### config.mk
export PLATFORM = sky130hd
export DESIGN_NAME = median_hysteresis_level_tracker_top
export DESIGN_NICKNAME = d
export VERILOG_FILES = /design/src/design/mhlt_pkg.sv /design/src/design/median_hysteresis_level_tracker_top.sv /design/src/design/mhlt_ctrl.sv /design/src/design/mhlt_datapath.sv
export SDC_FILE = /design/constraint.sdc
export NUM_CORES = 1
export LEC_CHECK = 0
export BUFFER_PORTS_ARGS = -buffer_cell sky130_fd_sc_hd__buf_4
export CAP_MARGIN = 20
export CORE_UTILIZATION = 45
export DETAILED_ROUTE_END_ITERATION = 10
export PLACE_DENSITY_LB_ADDON = 0.12
export SLEW_MARGIN = 20
export SYNTH_ARGS = -nofsm -noshare
export SYNTH_HDL_FRONTEND = slang
export SYNTH_SLANG_ARGS = --single-unit
### constraint.sdc
create_clock -name clock -period 19.1 [get_ports clock]
set_input_delay 5.73 -clock clock [delete_from_list [all_inputs] [get_ports clock]]
set_output_delay 5.73 -clock clock [all_outputs]
set_load 0.02 [all_outputs]
### src/design/mhlt_pkg.sv
package mhlt_pkg;

   localparam logic [15:0] INVALID_MM   = 16'hFFFF;
   localparam logic [15:0] MIN_VALID_MM = 16'd20;
   localparam logic [15:0] MAX_VALID_MM = 16'd4000;
   localparam logic [2:0]  LEVEL_NONE   = 3'd6;

   localparam logic [1:0] MODE_SLEEP  = 2'd0;
   localparam logic [1:0] MODE_ACTIVE = 2'd1;
   localparam logic [1:0] MODE_IDLE   = 2'd2;

   localparam logic [1:0] CSR_OFFSET   = 2'd0;
   localparam logic [1:0] CSR_ACTIVATE = 2'd1;
   localparam logic [1:0] CSR_TIMEOUT  = 2'd2;

   localparam logic [10:0] OFFSET_RESET   = 11'd0;
   localparam logic [11:0] ACTIVATE_RESET = 12'd2500;
   localparam logic [11:0] TIMEOUT_RESET  = 12'd60;

   typedef struct packed {
      logic [15:0] raw_mm;
      logic        timed_out;
      logic [31:0] now_ms;
   } req_type;

   typedef struct packed {
      logic [15:0] raw_cm_valid_mm;
      logic [15:0] median_mm;
      logic [2:0]  park_level;
      logic [1:0]  system_mode;
      logic        display_sleep;
      logic [15:0] last_seen_mm;
      logic [2:0]  last_seen_level;
   } rsp_type;

   typedef struct packed {
      logic load;
      logic scan_step;
      logic finish;
   } cmd_type;

   typedef struct packed {
      logic scan_last;
   } status_type;

   function automatic logic [15:0] closer_mm(input logic [2:0] idx);
      logic [15:0] r;
      case (idx)
         3'd0: r = 16'd250;
         3'd1: r = 16'd500;
         3'd2: r = 16'd1000;
         3'd3: r = 16'd1500;
         3'd4: r = 16'd2000;
         default: r = 16'd0;
      endcase
      return r;
   endfunction

   function automatic logic [15:0] farther_mm(input logic [2:0] idx);
      logic [15:0] r;
      case (idx)
         3'd0: r = 16'd280;
         3'd1: r = 16'd550;
         3'd2: r = 16'd1100;
         3'd3: r = 16'd1650;
         3'd4: r = 16'd2200;
         default: r = 16'hFFFF;
      endcase
      return r;
   endfunction

endpackage

### src/design/median_hysteresis_level_tracker_top.sv
// from accept to result valid: the word is loaded into the window, S_SCAN runs the rank
// search, then S_DONE commits the result and raises rsp_valid once no response is held
// throughput: one word at a time; new words stall while busy or while a response is held
// median search steps one compare per cycle through the window ring
// reset: synchronous active high; level 6, sleeping, window empty, registers to defaults
module median_hysteresis_level_tracker_top #(
   parameter int WINDOW_DEPTH = 7,
   parameter int CONFIRM_COUNT = 5
) (
   input  logic              clock,
   input  logic              reset,
   input  logic              req_valid,
   output logic              req_stall,
   input  mhlt_pkg::req_type req_data,
   output logic              rsp_valid,
   input  logic              rsp_stall,
   output mhlt_pkg::rsp_type rsp_data,
   input  logic              csr_valid,
   output logic              csr_ready,
   input  logic [1:0]        csr_index,
   input  logic [11:0]       csr_wdata
);

   logic [10:0] offset_ff;
   logic [11:0] activate_ff, timeout_ff;
   mhlt_pkg::cmd_type    cmd;
   mhlt_pkg::status_type status;

   assign csr_ready = 1'b1;

   always_ff @(posedge clock) begin
      if (reset) begin
         offset_ff <= mhlt_pkg::OFFSET_RESET;
         activate_ff <= mhlt_pkg::ACTIVATE_RESET;
         timeout_ff <= mhlt_pkg::TIMEOUT_RESET;
      end else if (csr_valid) begin
         case (csr_index)
            mhlt_pkg::CSR_OFFSET:   offset_ff <= csr_wdata[10:0];
            mhlt_pkg::CSR_ACTIVATE: activate_ff <= csr_wdata;
            mhlt_pkg::CSR_TIMEOUT:  timeout_ff <= csr_wdata;
            default: ;
         endcase
      end
   end

   mhlt_ctrl u_ctrl (
      .clock(clock), .reset(reset), .req_valid(req_valid), .req_stall(req_stall),
      .rsp_valid(rsp_valid), .rsp_stall(rsp_stall), .cmd(cmd), .status(status)
   );

   mhlt_datapath #(.WINDOW_DEPTH(WINDOW_DEPTH), .CONFIRM_COUNT(CONFIRM_COUNT)) u_dp (
      .clock(clock), .reset(reset), .req_data(req_data), .offset_mm(offset_ff),
      .activate_mm(activate_ff), .sleep_timeout_s(timeout_ff), .cmd(cmd),
      .status(status), .rsp_data(rsp_data)
   );

   a_one_item: assert property (@(posedge clock) disable iff (reset)
      cmd.load |=> req_stall) else $error("accepted while busy");
   a_level_range: assert property (@(posedge clock) disable iff (reset)
      rsp_valid |-> rsp_data.park_level <= mhlt_pkg::LEVEL_NONE) else $error("bad level");
   a_sleep_blank: assert property (@(posedge clock) disable iff (reset)
      rsp_valid && rsp_data.system_mode == mhlt_pkg::MODE_SLEEP |-> rsp_data.display_sleep)
      else $error("sleep without blank");

endmodule

### src/design/mhlt_ctrl.sv
module mhlt_ctrl (
   input  logic                clock,
   input  logic                reset,
   input  logic                req_valid,
   output logic                req_stall,
   output logic                rsp_valid,
   input  logic                rsp_stall,
   output mhlt_pkg::cmd_type   cmd,
   input  mhlt_pkg::status_type status
);

   typedef enum logic [1:0] {S_IDLE, S_SCAN, S_DONE} state_type;

   state_type state_ff, state_in;
   logic      rsp_valid_ff, rsp_valid_in;

   wire busy = (state_ff != S_IDLE);
   assign req_stall = busy || (rsp_valid_ff && rsp_stall);
   assign rsp_valid = rsp_valid_ff;

   always_comb begin
      state_in = state_ff;
      rsp_valid_in = rsp_valid_ff && rsp_stall;
      cmd = '0;
      case (state_ff)
         S_IDLE: begin
            if (req_valid && !req_stall) begin
               cmd.load = 1'b1;
               state_in = S_SCAN;
            end
         end
         S_SCAN: begin
            cmd.scan_step = 1'b1;
            if (status.scan_last) state_in = S_DONE;
         end
         S_DONE: begin
            if (!rsp_valid_ff || !rsp_stall) begin
               cmd.finish = 1'b1;
               rsp_valid_in = 1'b1;
               state_in = S_IDLE;
            end
         end
         default: state_in = S_IDLE;
      endcase
   end

   always_ff @(posedge clock) begin
      if (reset) begin
         state_ff <= S_IDLE;
         rsp_valid_ff <= 1'b0;
      end else begin
         state_ff <= state_in;
         rsp_valid_ff <= rsp_valid_in;
      end
   end

endmodule

### src/design/mhlt_datapath.sv
module mhlt_datapath #(
   parameter int WINDOW_DEPTH = 7,
   parameter int CONFIRM_COUNT = 5
) (
   input  logic                 clock,
   input  logic                 reset,
   input  mhlt_pkg::req_type    req_data,
   input  logic [10:0]          offset_mm,
   input  logic [11:0]          activate_mm,
   input  logic [11:0]          sleep_timeout_s,
   input  mhlt_pkg::cmd_type    cmd,
   output mhlt_pkg::status_type status,
   output mhlt_pkg::rsp_type    rsp_data
);

   localparam int PW = (WINDOW_DEPTH > 1) ? $clog2(WINDOW_DEPTH) : 1;
   localparam int CW = $clog2(WINDOW_DEPTH + 1);
   localparam logic [PW-1:0] LAST_POS = PW'(WINDOW_DEPTH - 1);
   localparam logic [CW-1:0] DEPTH_CNT = CW'(WINDOW_DEPTH);
   localparam logic [2:0] CONFIRM = 3'(CONFIRM_COUNT);

   logic [15:0]   window_mem [WINDOW_DEPTH];
   logic [PW-1:0] write_pos_ff;
   logic          window_full_ff;
   logic [15:0]   valid_raw_ff, adj_ff;
   logic [31:0]   now_ff;
   logic [CW-1:0] count_ff;
   logic [PW-1:0] outer_ff, inner_ff;
   logic [15:0]   cand_ff;
   logic [CW-1:0] less_ff, leq_ff;
   logic [15:0]   median_ff;
   logic          found_ff;
   logic [15:0]   rd_outer, rd_inner;
   logic [2:0]    level_ff, pend_level_ff, pend_cnt_ff, seen_level_ff;
   logic          pend_valid_ff;
   logic [1:0]    mode_ff;
   logic [31:0]   last_active_ff, last_change_ff;
   logic [15:0]   seen_mm_ff;
   logic          dsleep_ff;

   logic [15:0] raw;
   logic        raw_ok;
   logic signed [17:0] sum;
   logic [CW-1:0] half;
   logic [CW-1:0] less_in, leq_in;
   logic [CW-1:0] cnt_new;

   assign raw = req_data.raw_mm;
   assign raw_ok = !req_data.timed_out && raw >= mhlt_pkg::MIN_VALID_MM
                   && raw <= mhlt_pkg::MAX_VALID_MM;
   assign sum = $signed({2'b00, raw}) + 18'($signed(offset_mm));
   assign cnt_new = window_full_ff ? DEPTH_CNT
                  : ((write_pos_ff == LAST_POS) ? DEPTH_CNT : CW'(write_pos_ff) + CW'(1));

   assign rd_outer = window_mem[outer_ff];
   assign rd_inner = window_mem[inner_ff];
   assign half = count_ff >> 1;
   assign less_in = less_ff + CW'(rd_inner < rd_outer);
   assign leq_in  = leq_ff + CW'(rd_inner <= rd_outer);
   assign status.scan_last = found_ff || ((CW'(inner_ff) == count_ff - CW'(1))
                             && (CW'(outer_ff) == count_ff - CW'(1)));

   always_ff @(posedge clock) begin
      if (cmd.load) window_mem[write_pos_ff] <= raw_ok ? 16'(sum < 18'sd1 ? 18'sd1 : sum)
                                                         : mhlt_pkg::INVALID_MM;
   end

   always_ff @(posedge clock) begin
      if (cmd.load) begin
         valid_raw_ff <= raw_ok ? raw : mhlt_pkg::INVALID_MM;
         now_ff <= req_data.now_ms;
         count_ff <= cnt_new;
         outer_ff <= '0;
         inner_ff <= '0;
         less_ff <= '0;
         leq_ff <= '0;
         found_ff <= 1'b0;
      end else if (cmd.scan_step && !found_ff) begin
         if (CW'(inner_ff) == count_ff - CW'(1)) begin
            if (less_in <= half && leq_in > half) begin
               found_ff <= 1'b1;
               median_ff <= rd_outer;
            end
            outer_ff <= outer_ff + PW'(1);
            inner_ff <= '0;
            less_ff <= '0;
            leq_ff <= '0;
         end else begin
            inner_ff <= inner_ff + PW'(1);
            less_ff <= less_in;
            leq_ff <= leq_in;
         end
      end
   end

   logic [2:0]  prop;
   logic [15:0] d;
   logic [2:0]  lvl_in, pl_in, pc_in, sl_in;
   logic        pv_in, dsl_in;
   logic [1:0]  mode_in;
   logic [31:0] la_in, lc_in, tmo;
   logic [15:0] sm_in;
   logic        in_range;

   assign d = median_ff;
   assign tmo = 32'(sleep_timeout_s) * 32'd1000;

   always_comb begin
      if (d == mhlt_pkg::INVALID_MM) prop = mhlt_pkg::LEVEL_NONE;
      else if (level_ff == mhlt_pkg::LEVEL_NONE && d <= 16'(activate_mm)) prop = 3'd5;
      else if (level_ff == 3'd5 && 20'(d) * 20'd10 > 20'(activate_mm) * 20'd11)
         prop = mhlt_pkg::LEVEL_NONE;
      else if (level_ff >= 3'd1 && level_ff <= 3'd5
               && d <= mhlt_pkg::closer_mm(level_ff - 3'd1)) prop = level_ff - 3'd1;
      else if (level_ff < 3'd5 && d > mhlt_pkg::farther_mm(level_ff)) prop = level_ff + 3'd1;
      else prop = level_ff;

      lvl_in = level_ff; pv_in = pend_valid_ff; pl_in = pend_level_ff; pc_in = pend_cnt_ff;
      lc_in = last_change_ff; la_in = last_active_ff; mode_in = mode_ff;
      if (prop == level_ff) begin
         pv_in = 1'b0; pl_in = '0; pc_in = '0;
      end else if (pend_valid_ff && prop == pend_level_ff) begin
         pc_in = pend_cnt_ff + 3'd1;
         if (pc_in >= CONFIRM) begin
            lvl_in = prop; lc_in = now_ff; pv_in = 1'b0; pl_in = '0; pc_in = '0;
         end
      end else begin
         pv_in = 1'b1; pl_in = prop; pc_in = 3'd1;
      end
      in_range = lvl_in < mhlt_pkg::LEVEL_NONE;
      sm_in = in_range ? d : seen_mm_ff;
      sl_in = in_range ? lvl_in : seen_level_ff;
      case (mode_ff)
         mhlt_pkg::MODE_SLEEP: if (in_range) begin
            mode_in = mhlt_pkg::MODE_ACTIVE; la_in = now_ff; lc_in = now_ff;
         end
         mhlt_pkg::MODE_ACTIVE: if (in_range) la_in = now_ff;
            else mode_in = mhlt_pkg::MODE_IDLE;
         default: if (in_range) begin
            mode_in = mhlt_pkg::MODE_ACTIVE; la_in = now_ff;
         end else if (now_ff - last_active_ff >= tmo) mode_in = mhlt_pkg::MODE_SLEEP;
      endcase
      dsl_in = (mode_in == mhlt_pkg::MODE_SLEEP)
               || (mode_in == mhlt_pkg::MODE_ACTIVE && now_ff - lc_in >= tmo);
   end

   always_ff @(posedge clock) begin
      if (reset) begin
         write_pos_ff <= '0; window_full_ff <= 1'b0;
         level_ff <= mhlt_pkg::LEVEL_NONE; pend_valid_ff <= 1'b0;
         pend_level_ff <= '0; pend_cnt_ff <= '0; mode_ff <= mhlt_pkg::MODE_SLEEP;
         last_active_ff <= '0; last_change_ff <= '0;
         seen_mm_ff <= '0; seen_level_ff <= mhlt_pkg::LEVEL_NONE; dsleep_ff <= 1'b0;
      end else begin
         if (cmd.load) begin
            if (write_pos_ff == LAST_POS) begin
               write_pos_ff <= '0; window_full_ff <= 1'b1;
            end else write_pos_ff <= write_pos_ff + PW'(1);
         end
         if (cmd.finish) begin
            level_ff <= lvl_in; pend_valid_ff <= pv_in; pend_level_ff <= pl_in;
            pend_cnt_ff <= pc_in; mode_ff <= mode_in; last_active_ff <= la_in;
            last_change_ff <= lc_in; seen_mm_ff <= sm_in; seen_level_ff <= sl_in;
            dsleep_ff <= dsl_in;
         end
      end
   end

   assign rsp_data.raw_cm_valid_mm = valid_raw_ff;
   assign rsp_data.median_mm = median_ff;
   assign rsp_data.park_level = level_ff;
   assign rsp_data.system_mode = mode_ff;
   assign rsp_data.display_sleep = dsleep_ff;
   assign rsp_data.last_seen_mm = seen_mm_ff;
   assign rsp_data.last_seen_level = seen_level_ff;

endmodule
==> qor_table.md <==
| Stage | Metric | Value |
| --- | --- | --- |
| outcome | Result of the run | finished clean |
| die | Area of the die | 56300 um^2 |
| final layout | Final design area excluding fillers | 27900 um^2 |
| detailed routing | Total via count in the routed design | 19300 |
| clock tree | Clock Pin Slew Worst Setup and Hold Paths | 0.05 ns |
| detailed routing | Met2 WL | 28900 um |
| worst setup path | Endpoint of the worst setup timing path | req_stall |
| worst setup path | Cell with the largest stage delay on the worst path | buf_4 |
| synth | Post-synthesis cell type count | 89 |
| worst setup path | WP data required | 13.37 ns |
| worst setup path | Maximum net fanout on the critical path | 5 |
| detailed routing | Antenna viol nets, final | 0 |
| placed design | HPWL after detailed placement | 47700 um |
| die | Horizontal extent of the die | 237 um |
| synth | Area fraction in compound gates after synthesis | 13.8% |
| die | Std cell rows | 85 |
| final layout | Total inserted antenna cells | 0 |
| power | Leakage power figure | 11.3 nW |
| final layout | Final layout net count | 3100 |
| synth | Sequential element share of the synthesized area | 34.2% |
| die | Initial core utilization | 45.9% |
| die | Number of top-level design ports | 128 |
| timing | Minimum clock period after layout | 11.92 ns |
| worst setup path | Cell breakdown of the critical path | buf_4 > nand2_1 > nand2_1 > buf_4 |
| clock tree | Clock latency at the later pin of the worst-skew pair | 0.58 ns |
| synth | Number of flops mapped to enable cells by yosys | 179 |
| synth | Synthesized-area fraction occupied by xor and xnor cells | 3.76% |
| clock tree | Maximum level of the CTS H-tree | 2 |
| synth | Share of synthesized flip-flops with an asynchronous set or reset | 0% |
| final layout | Multi-input gate area | 15400 um^2 |
| detailed routing | Met3 routed wirelength | 3720 um |
| clock tree | Clock buffers created by TritonCTS | 40 |
| worst setup path | Worst Path Class, Setup | primary input to output pin |
| clock tree | Count of instances resized after the clock tree is built | 0 |
| synth | Seq cells post-synth | 336 |
| clock tree | Number of buffers on the longest clock path | 3 |
| synth | Total number of yosys warnings | 0 |
| run | Max capacitance violation total | 0 |
| detailed routing | Routed length on met1 | 30900 um |
| worst setup path | Family with the most delay on the worst path | buffers and inverters |
| final layout | Flip-flop and latch area | 8520 um^2 |
| synth | Synthesized area per cell | 9.69 um^2 |
| worst hold path | Hold Crit Start | u_dp.last_active_ff[6]$_SDFFE_PP0P_ |
| worst setup path | Minimum setup slack among reg-to-reg paths | 7.32 ns |
| timing | Max-slew headroom at the worst pin | 27.9% |
| placed design | IO buf count | 126 |
| power | Maximum VDD drop | 0.0649 mV |
| clock tree | CTS tree | yes |
| worst setup path | Critical Path Sink Type | output pin |
| power | Power density of the placed cells | 88.2 nW/um^2 |
| worst setup path | Cell count of the worst reg-to-reg path | 51 |
| placed design | Final estimated routing congestion in global placement | 0.878 |
| final layout | Commonest cells after routing, fill and taps aside | 338 x nand2_1, 311 x ha_1, 190 x inv_1 |
| timing | Final cycle utilization of the critical path | 62.4% |
| die | Die Y-Extent | 237 um |
| clock tree | Number of buffers inserted to repair setup after CTS | 0 |
| clock tree | Clock root buffer | clkbuf_16 |
| final layout | Proportion of layout cells with a drive suffix above 1 | 11.3% |
| timing | Hold Vio Cnt, Final | 0 |
| synth | Simple-gate share of the synthesized area | 13.5% |
| detailed routing | Post-detailed-route via-to-cell ratio | 5.67 |
| timing | Max Transition Viols Final | 0 |
| worst setup path | Number of buffers and inverters on the critical path | 2 |
| worst setup path | Source of the worst register-to-register timing path | activate_ff[1]$_SDFFE_PP0P_ |
| synth | Top_reg_cell synth | edfxtp_1 |
| detailed routing | Average routed wire per standard cell | 19.1 um |
| global route | Aggregate global-route resource usage | 23.0% |
| worst setup path | Critical Path Start | rsp_stall |
| final layout | Most common library cell in the layout ignoring fill and taps | nand2_1 |
| timing | FMAX | 83.9 MHz |
| global route | Number of antenna violations at the first check in global routing | 1 |
| detailed routing | DR iter-0 viols | 1176 |
| timing | Setup repair after global routing missed its margin | false |
| detailed routing | Top layer reached by signal wires | met4 |
| worst setup path | Number of logic stages on the critical path including buffering | 4 |
| detailed routing | Detailed-routing iteration count for the pre-antenna-repair pass | 6 |
| worst hold path | Hold crit path type | flip-flop to flip-flop |
| worst setup path | Data arrival time of the critical path | 6.19 ns |
| synth | Multiplexer fraction of the synthesized cell area | 10.5% |
| detailed routing | DRC Markers | 0 |
| worst setup path | Critical Path Start Type | primary input |
| clock tree | Post-CTS Hold Fix Bufs | 0 |
| detailed routing | Final WL | 64800 um |
| synth | Synthesized-area fraction occupied by adder cells | 19.7% |
| synth | Net Count, Synth | 2999 |
| synth | Dominant combinational cell family by area after synthesis | adder cells |
| die | Total core area | 54200 um^2 |
| worst setup path | Largest incremental delay on the critical path | 0.16 ns |
| timing | Total negative setup slack | 0 ns |
| final layout | Count of fill cells added during filler insertion | 4936 |
| timing | Pin slew with the least headroom to its limit | 1.08 ns |
| global route | Via count of the first global-routing pass | 18800 |
| synth | Post-synthesis instance area | 24900 um^2 |
| timing | Count of final setup violators | 0 |
| worst setup path | Worst reg2reg endpoint | u_dp.dsleep_ff$_SDFFE_PP0P_ |
| synth | Post-synthesis instance total | 2569 |
| timing | Clock tree skew after final layout | 0.0368 ns |
| global route | Maximum number of pins on one net before global-route repair | 83 |
| clock tree | Clk sinks | 336 |
| final layout | Area added between synthesis and finish | 12.1% |
| global route | Final global-route overflow total | 0 |
| global route | First-pass GRT wire length | 102000 um |
| placed design | Post-Place Cell Area | 26600 um^2 |
==> worst reg2reg max path, delay by kind of cell (launching register included) <==
kind                     cells  cell delay [ns]
multiplexers                 1             0.44
AO/OA/AOI/OAI               31             5.84
AND/OR/NAND/NOR             11             2.17
buffers and inverters        1             0.47
flip-flops                   1             0.46
adder cells (fa/ha/maj)      7             2.30
==> how the worst min path moves through the flow <==
stage / to / slack, ns / cells past startpoint
finish: u_dp.last_active_ff[6]$_SDFFE_PP0P_ / 0.46 / 2
global route: u_dp.seen_mm_ff[8]$_SDFFE_PP0P_ / 0.48 / 2
CTS: u_dp.seen_mm_ff[8]$_SDFFE_PP0P_ / 0.46 / 2
detailed placement: u_dp.last_change_ff[28]$_SDFFE_PP0P_ / 0.45 / 2
global placement: u_dp.found_ff$_SDFFE_PP0P_ / 0.44 / 1
floorplan: u_dp.found_ff$_SDFFE_PP0P_ / 0.43 / 1
==> per-layer routing <==
metal  track usage (%)  vias to the layer above
met2              36.7                      495
met5                 0                        -
met4              5.47                        0
met1              32.3                     9253
met3              3.74                       70
li1                  -                     9461
==> sequential cells by signal, summed over array words and instances, names as in the netlist, 11 cells and up, named ones only <==
| name | count |
|---|---|
| u_dp.window_mem | 112 |
| u_dp.last_active_ff | 32 |
| u_dp.last_change_ff | 32 |
| u_dp.now_ff | 32 |
| u_dp.d | 16 |
| u_dp.seen_mm_ff | 16 |
| u_dp.valid_raw_ff | 16 |
| activate_ff | 12 |
| timeout_ff | 12 |
| offset_ff | 11 |
==> power breakdown <==
group	leakage (nW)	switching [W]	internal (W)
Clock	0.638	0.000319	0.000458
Combinational	7.77	0.000497	0.000362
Sequential	2.86	0.0000333	0.000795
Total	11.3	0.000849	0.00162
==> cell type report <==
cell class,count,share of cell area [%]
clock buffers,56,3.91
clock inverters,18,0.887
inverters,193,2.60
multi-input cells,1952,55.0
flip-flops and latches,336,30.5
well taps,696,3.12
repair buffers,147,3.97
==> synthesized netlist by cell type (28+ instances only) <==
cell type  instances  share of area, %
nand2_1          338               5.1
ha_1             311                16
inv_1            191               2.9
edfxtp_1         179                22
a21oi_1          169               3.4
mux2i_1          168               6.8
dfxtp_1          157                13
o21ai_0          141               2.8
nor2_1           106               1.6
xnor2_1           67               2.4
clkbuf_1          65              0.98
fa_1              51               4.1
a21o_1            50               1.5
nand2b_1          41               1.0
xor2_1            40               1.4
nor3_1            39              0.78
nand3_1           38              0.76
mux4_2            32               2.9
nand4_1           28              0.70
==> per-stage QoR <==
stage	instances	utilization, %	power [W]	hold slack, ns	setup WS, ns
2_1_floorplan	2569	-	0.00145	0.428	7.38
3_3_place_gp	3322	49.0	0.00168	0.442	7.18
3_5_place_dp	3322	49.0	0.00169	0.450	7.18
4_1_cts	3396	51.4	0.00248	0.458	7.18
5_1_grt	3398	51.5	0.00263	0.475	6.32
6_report	3398	51.5	0.00246	0.457	7.18
==> logic make-up after synthesis <==
logic type	after synthesis
buf+inv	281
compound gates	543
flops	336
simple gates	720
fa+ha+maj	362
other cells	1
mux	219
xor+xnor	107
Power figures use the tool's default switching activity.
